[src/design/tcw_addr_map.sv]
`timescale 1ns / 1ps
// tcw_addr_map: logical row/column to memory address through the rotating top-row pointer
// no package dependencies

module tcw_addr_map #(
  parameter int  SCREEN_ROWS    = 25,
  parameter int  SCREEN_COLUMNS = 80,
  localparam int RW = $clog2(SCREEN_ROWS),
  localparam int CW = $clog2(SCREEN_COLUMNS),
  localparam int AW = $clog2(SCREEN_ROWS * SCREEN_COLUMNS)
) (
  input  logic [RW-1:0] top_row,
  input  logic [RW-1:0] row,
  input  logic [CW-1:0] col,
  output logic [AW-1:0] addr
);

  logic [RW:0]   row_sum;
  logic [RW-1:0] phys_row;

  // row + top stays below twice the row count, so one compare and subtract wraps it
  always_comb begin
    row_sum = {1'b0, row} + {1'b0, top_row};
    if (row_sum >= (RW+1)'(SCREEN_ROWS)) begin
      phys_row = RW'(row_sum - (RW+1)'(SCREEN_ROWS));
    end else begin
      phys_row = RW'(row_sum);
    end
    addr = AW'(phys_row) * AW'(SCREEN_COLUMNS) + AW'(col);
  end

endmodule

[config.mk]
export PLATFORM = sky130hd
export DESIGN_NAME = tcw_addr_map
export DESIGN_NICKNAME = d
export VERILOG_FILES = /design/src/design/tcw_addr_map.sv
export SDC_FILE = /design/constraint.sdc
export NUM_CORES = 1
export LEC_CHECK = 0
export ABC_AREA = 1
export BUFFER_PORTS_ARGS = -buffer_cell sky130_fd_sc_hd__buf_2
export CORE_MARGIN = 2
export CORE_UTILIZATION = 52
export DETAILED_ROUTE_END_ITERATION = 12
export GPL_TIMING_DRIVEN = 0
export PLACE_DENSITY = 0.83
export SYNTH_ARGS = -nofsm -noshare
export SYNTH_HDL_FRONTEND = slang
export SYNTH_SLANG_ARGS = --single-unit
[constraint.sdc]
create_clock -name vclk -period 4.21
set_input_delay 0.421 -clock vclk [all_inputs]
set_output_delay 0.421 -clock vclk [all_outputs]
set_load 0.02 [all_outputs]
Word level (Yosys, flattened, before mapping)
Cells that the tools add are included.
{"block": "totals", "regBits": 0, "inputBits": 17}
{"block": "classes", "n_mux": 1, "n_lt_le_gt_ge": 1, "n_addsub": 3, "n_mul": 1}
{"operator": "11-bit by 7-bit adder with 11-bit output", "n": 1}
{"operator": "5-bit by 3-bit multiplier with 7-bit output (second input constant)", "n": 1}
{"operator": "5-bit by 5-bit adder with 6-bit output", "n": 1}
{"operator": "6-bit by 5-bit >= comparator with 1-bit output (second input constant)", "n": 1}
{"operator": "5-bit two-way mux", "n": 1}
{"operator": "5-bit subtractor (second input constant)", "n": 1}

Longest topological paths before layout
{"block": "logic_depth", "ltp_word": 5, "ltp_mapped": 20, "depth_no_buf": 20}

Worst setup path after synthesis
OpenSTA, ideal clock, no wires.
{"block": "synth_timing", "kind": "input to output", "start": "input top_row[0]", "end": "output addr[9]", "t_required_ns": 3.789, "path_buffers": 0, "arrival_ns": 3.547, "setup_slack_ns": 0.242, "path_stages": 13, "path_cell_list": "ha_1 -> fa_1 -> inv_1 -> ha_1 -> nand3b_1 -> nand3_2 -> nand2_4 -> o21ai_1 -> ha_1 -> ha_1 -> fa_1 -> nor3b_1 -> xor2_1"}
{"block": "synth_between", "elab_chain_cells": 5}
{"element": "start: declaration", "line_no": "12", "text": "input logic [RW-1:0] top_row,"}
{"element": "5-bit by 5-bit adder with 6-bit output *", "line_no": "23", "text": "row_sum = {1'b0, row} + {1'b0, top_row};"}
{"element": "5-bit subtractor or 6-bit by 5-bit >= comparator with 1-bit output (tied branches)", "line_no": "25, 24"}
{"element": "5-bit two-way mux *", "line_no": "24", "text": "if (row_sum >= (RW+1)'(SCREEN_ROWS)) begin"}
{"element": "5-bit by 3-bit multiplier with 7-bit output *", "line_no": "29", "text": "addr = AW'(phys_row) * AW'(SCREEN_COLUMNS) + AW'(col);"}
{"element": "11-bit by 7-bit adder with 11-bit output *", "line_no": "29"}
{"element": "end: declaration", "line_no": "15", "text": "output logic [AW-1:0] addr"}
Mark *: on every way between the ends. The rest lies on a longest branch, timed or not.

Worst setup path after layout
Ends and elaborated chain as after synthesis.

==> metrics.cfg <==
[sta]
max-slew-margin-rel_pct = 78.07
final-max-slew-violation-count = 0
period_needed_ns = 4.123
finalCritPeriodShare_pct = 97.94
hold_viol = 0
worst_slew_pin_slew_ns = 0.3278
tns_ns = 0
whs_ns = 1.062
fmax_mhz = 242.5
finalSetupViolCount = 0

[drt]
drt_iter0_drc = 16
totalWireLength_um = 2325
drc = 0
dr_total_vias = 797
dr.pass1.iters = 5
vias_per_cell = 5.652
antenna_left = 0
routedWlPerCell_um = 16.49

[yosys]
synthCells = 95
ys_warn_count = 0
post-synth-top-count-cell = nand2_1
yosysTopAreaCell = ha_1
synth_area_sq_um = 683.2
yosysSeqAreaShare_pct = 0
synth_top_area_share_pct = 29.30
synth.top_cells.by_count = nand2_1 (21), ha_1 (16), inv_1 (11), nand3_1 (11), xor2_1 (7)
synth_area_leaders = ha_1 (29%), nand2_1 (12%), xor2_1 (9.0%)
synth_cell_type_count = 20
syn_avg_cell_area_sq_um = 7.191
synth_nets = 131

[finish]
drive_above_1_share_pct = 50.79
flops_and_latches = 0
diodes = 0
area_growth_pct = 53.66
seq_area_sq_um = 0
num-clock-buffers = 0
fin_util_pct = 82.74
layout.nets = 164

[grt]
grt_start_max_net_pins = 7
grt_remaining_overflow = 0
grt_usage_pct = 19.24
grt_pass1_wl_um = 2221
first_global_vias = 633
antenna_found_initial = 0

[critical_path]
crit_start = top_row[0]
worstPathRequired_ns = 3.79
critical_path_arrival_ns = 3.70
path_class = primary input to primary output
crit_path_start_kind = primary input
worstSetupEndpoint = addr[9]
path_max_fanout = 6
end_kind = primary output

[power_and_ir_drop]
p_per_area_mw_per_mm2 = 614.6
irDropWorstVdd_v = 0.0006961
power_uw = 645.2
leakage_nw = 0.5410

[placement]
hpwlAfterDp_um = 1263
gp_congestion = 0.7748
port_buffers = 24

[flow_run]
maxCapViolCount = 0

[floorplanning]
fp-row-count = 13
num_io_pins = 28
die_x_um = 40.25
coreArea_sq_mm = 0.001269
dieArea_sq_mm = 0.001620
start_util_pct = 53.85
die_h_um = 40.25

[run_status]
outcome = completed

[worst_hold_path]
holdCritPathClass = primary input to primary output

==> critical path, cell delays in order <==
cell,delay [ns]
buf_2,0.13
ha_4,0.17
fa_1,0.49
nand3_1,0.13
nand3_1,0.08
nand2_1,0.15
nand3_2,0.12
nand2_4,0.15
nand2_4,0.06
xnor2_2,0.19
ha_1,0.27
ha_2,0.20
fa_2,0.56
nor3b_1,0.24
xor2_1,0.17
buf_2,0.18
==> per-layer routing <==
layer	vias up	global-route usage, %	routed length, um
met4	0	0.8333	72
met5	-	0	0
met2	41	40.73	1245
met3	6	0.5556	110
met1	376	21.59	895
li1	374	-	-
==> worst min path at each step <==
stage	from	to	slack (ns)	cells past startpoint
2_1_floorplan	col[0]	addr[0]	0.95	1
3_3_place_gp	col[3]	addr[3]	1.06	2
3_5_place_dp	col[1]	addr[1]	1.06	2
4_1_cts	col[1]	addr[1]	1.06	2
5_1_grt	col[3]	addr[3]	1.07	2
6_report	col[3]	addr[3]	1.06	2
==> area by class of cell <==
type               instances  area [sq um]
repair buffers            31         175.2
fillers                   79         219.0
well taps                 15         18.77
plain buffers              4         30.03
inverters                 12         45.04
multi-input cells         79         780.7
==> timing repair <==
item / in CTS / in global routing
setup endpoints to repair: 2 / 3
setup buffers: 2 / 5
hold endpoints to repair: 0 / 0
pin swaps: 5 / 11
hold buffers: 0 / 0
cloned: 0 / 0
resized for setup: 11 / 17
==> cell usage in the layout, fill, tap and decap left out, drive strengths merged <==
cell,instances
a31oi,1
o21ai,1
nand3b,1
inv,12
nor2,1
nor3b,1
xor2,7
o21bai,1
nand3,14
buf,35
ha,16
fa,3
xnor2,3
nand2,25
a21oi,5
==> per-stage QoR <==
stage,instance area [sq um],setup slack (ns),std cells
global placement,822.0,-0.1291,134
global route,1050,-0.1173,141
CTS,878.3,0.0003069,136
finish,1050,0.08675,141
detailed placement,822.0,-0.2237,134
floorplan,683.2,0.2416,95
==> cells by family after synthesis <==
group	synth area share (%)
xor+xnor	12.82
compound gates	6.960
fa+ha+maj	38.10
simple gates	31.14
buf+inv	10.99
==> report_power, final <==
part	total (mW)	internal [mW]	leakage (nW)	switching, mW
clock	0	0	0	0
combinational	0.645	0.280	0.541	0.365
sequential	0	0	0	0
total	0.645	0.280	0.541	0.365
(Power assumes the default switching activity.)
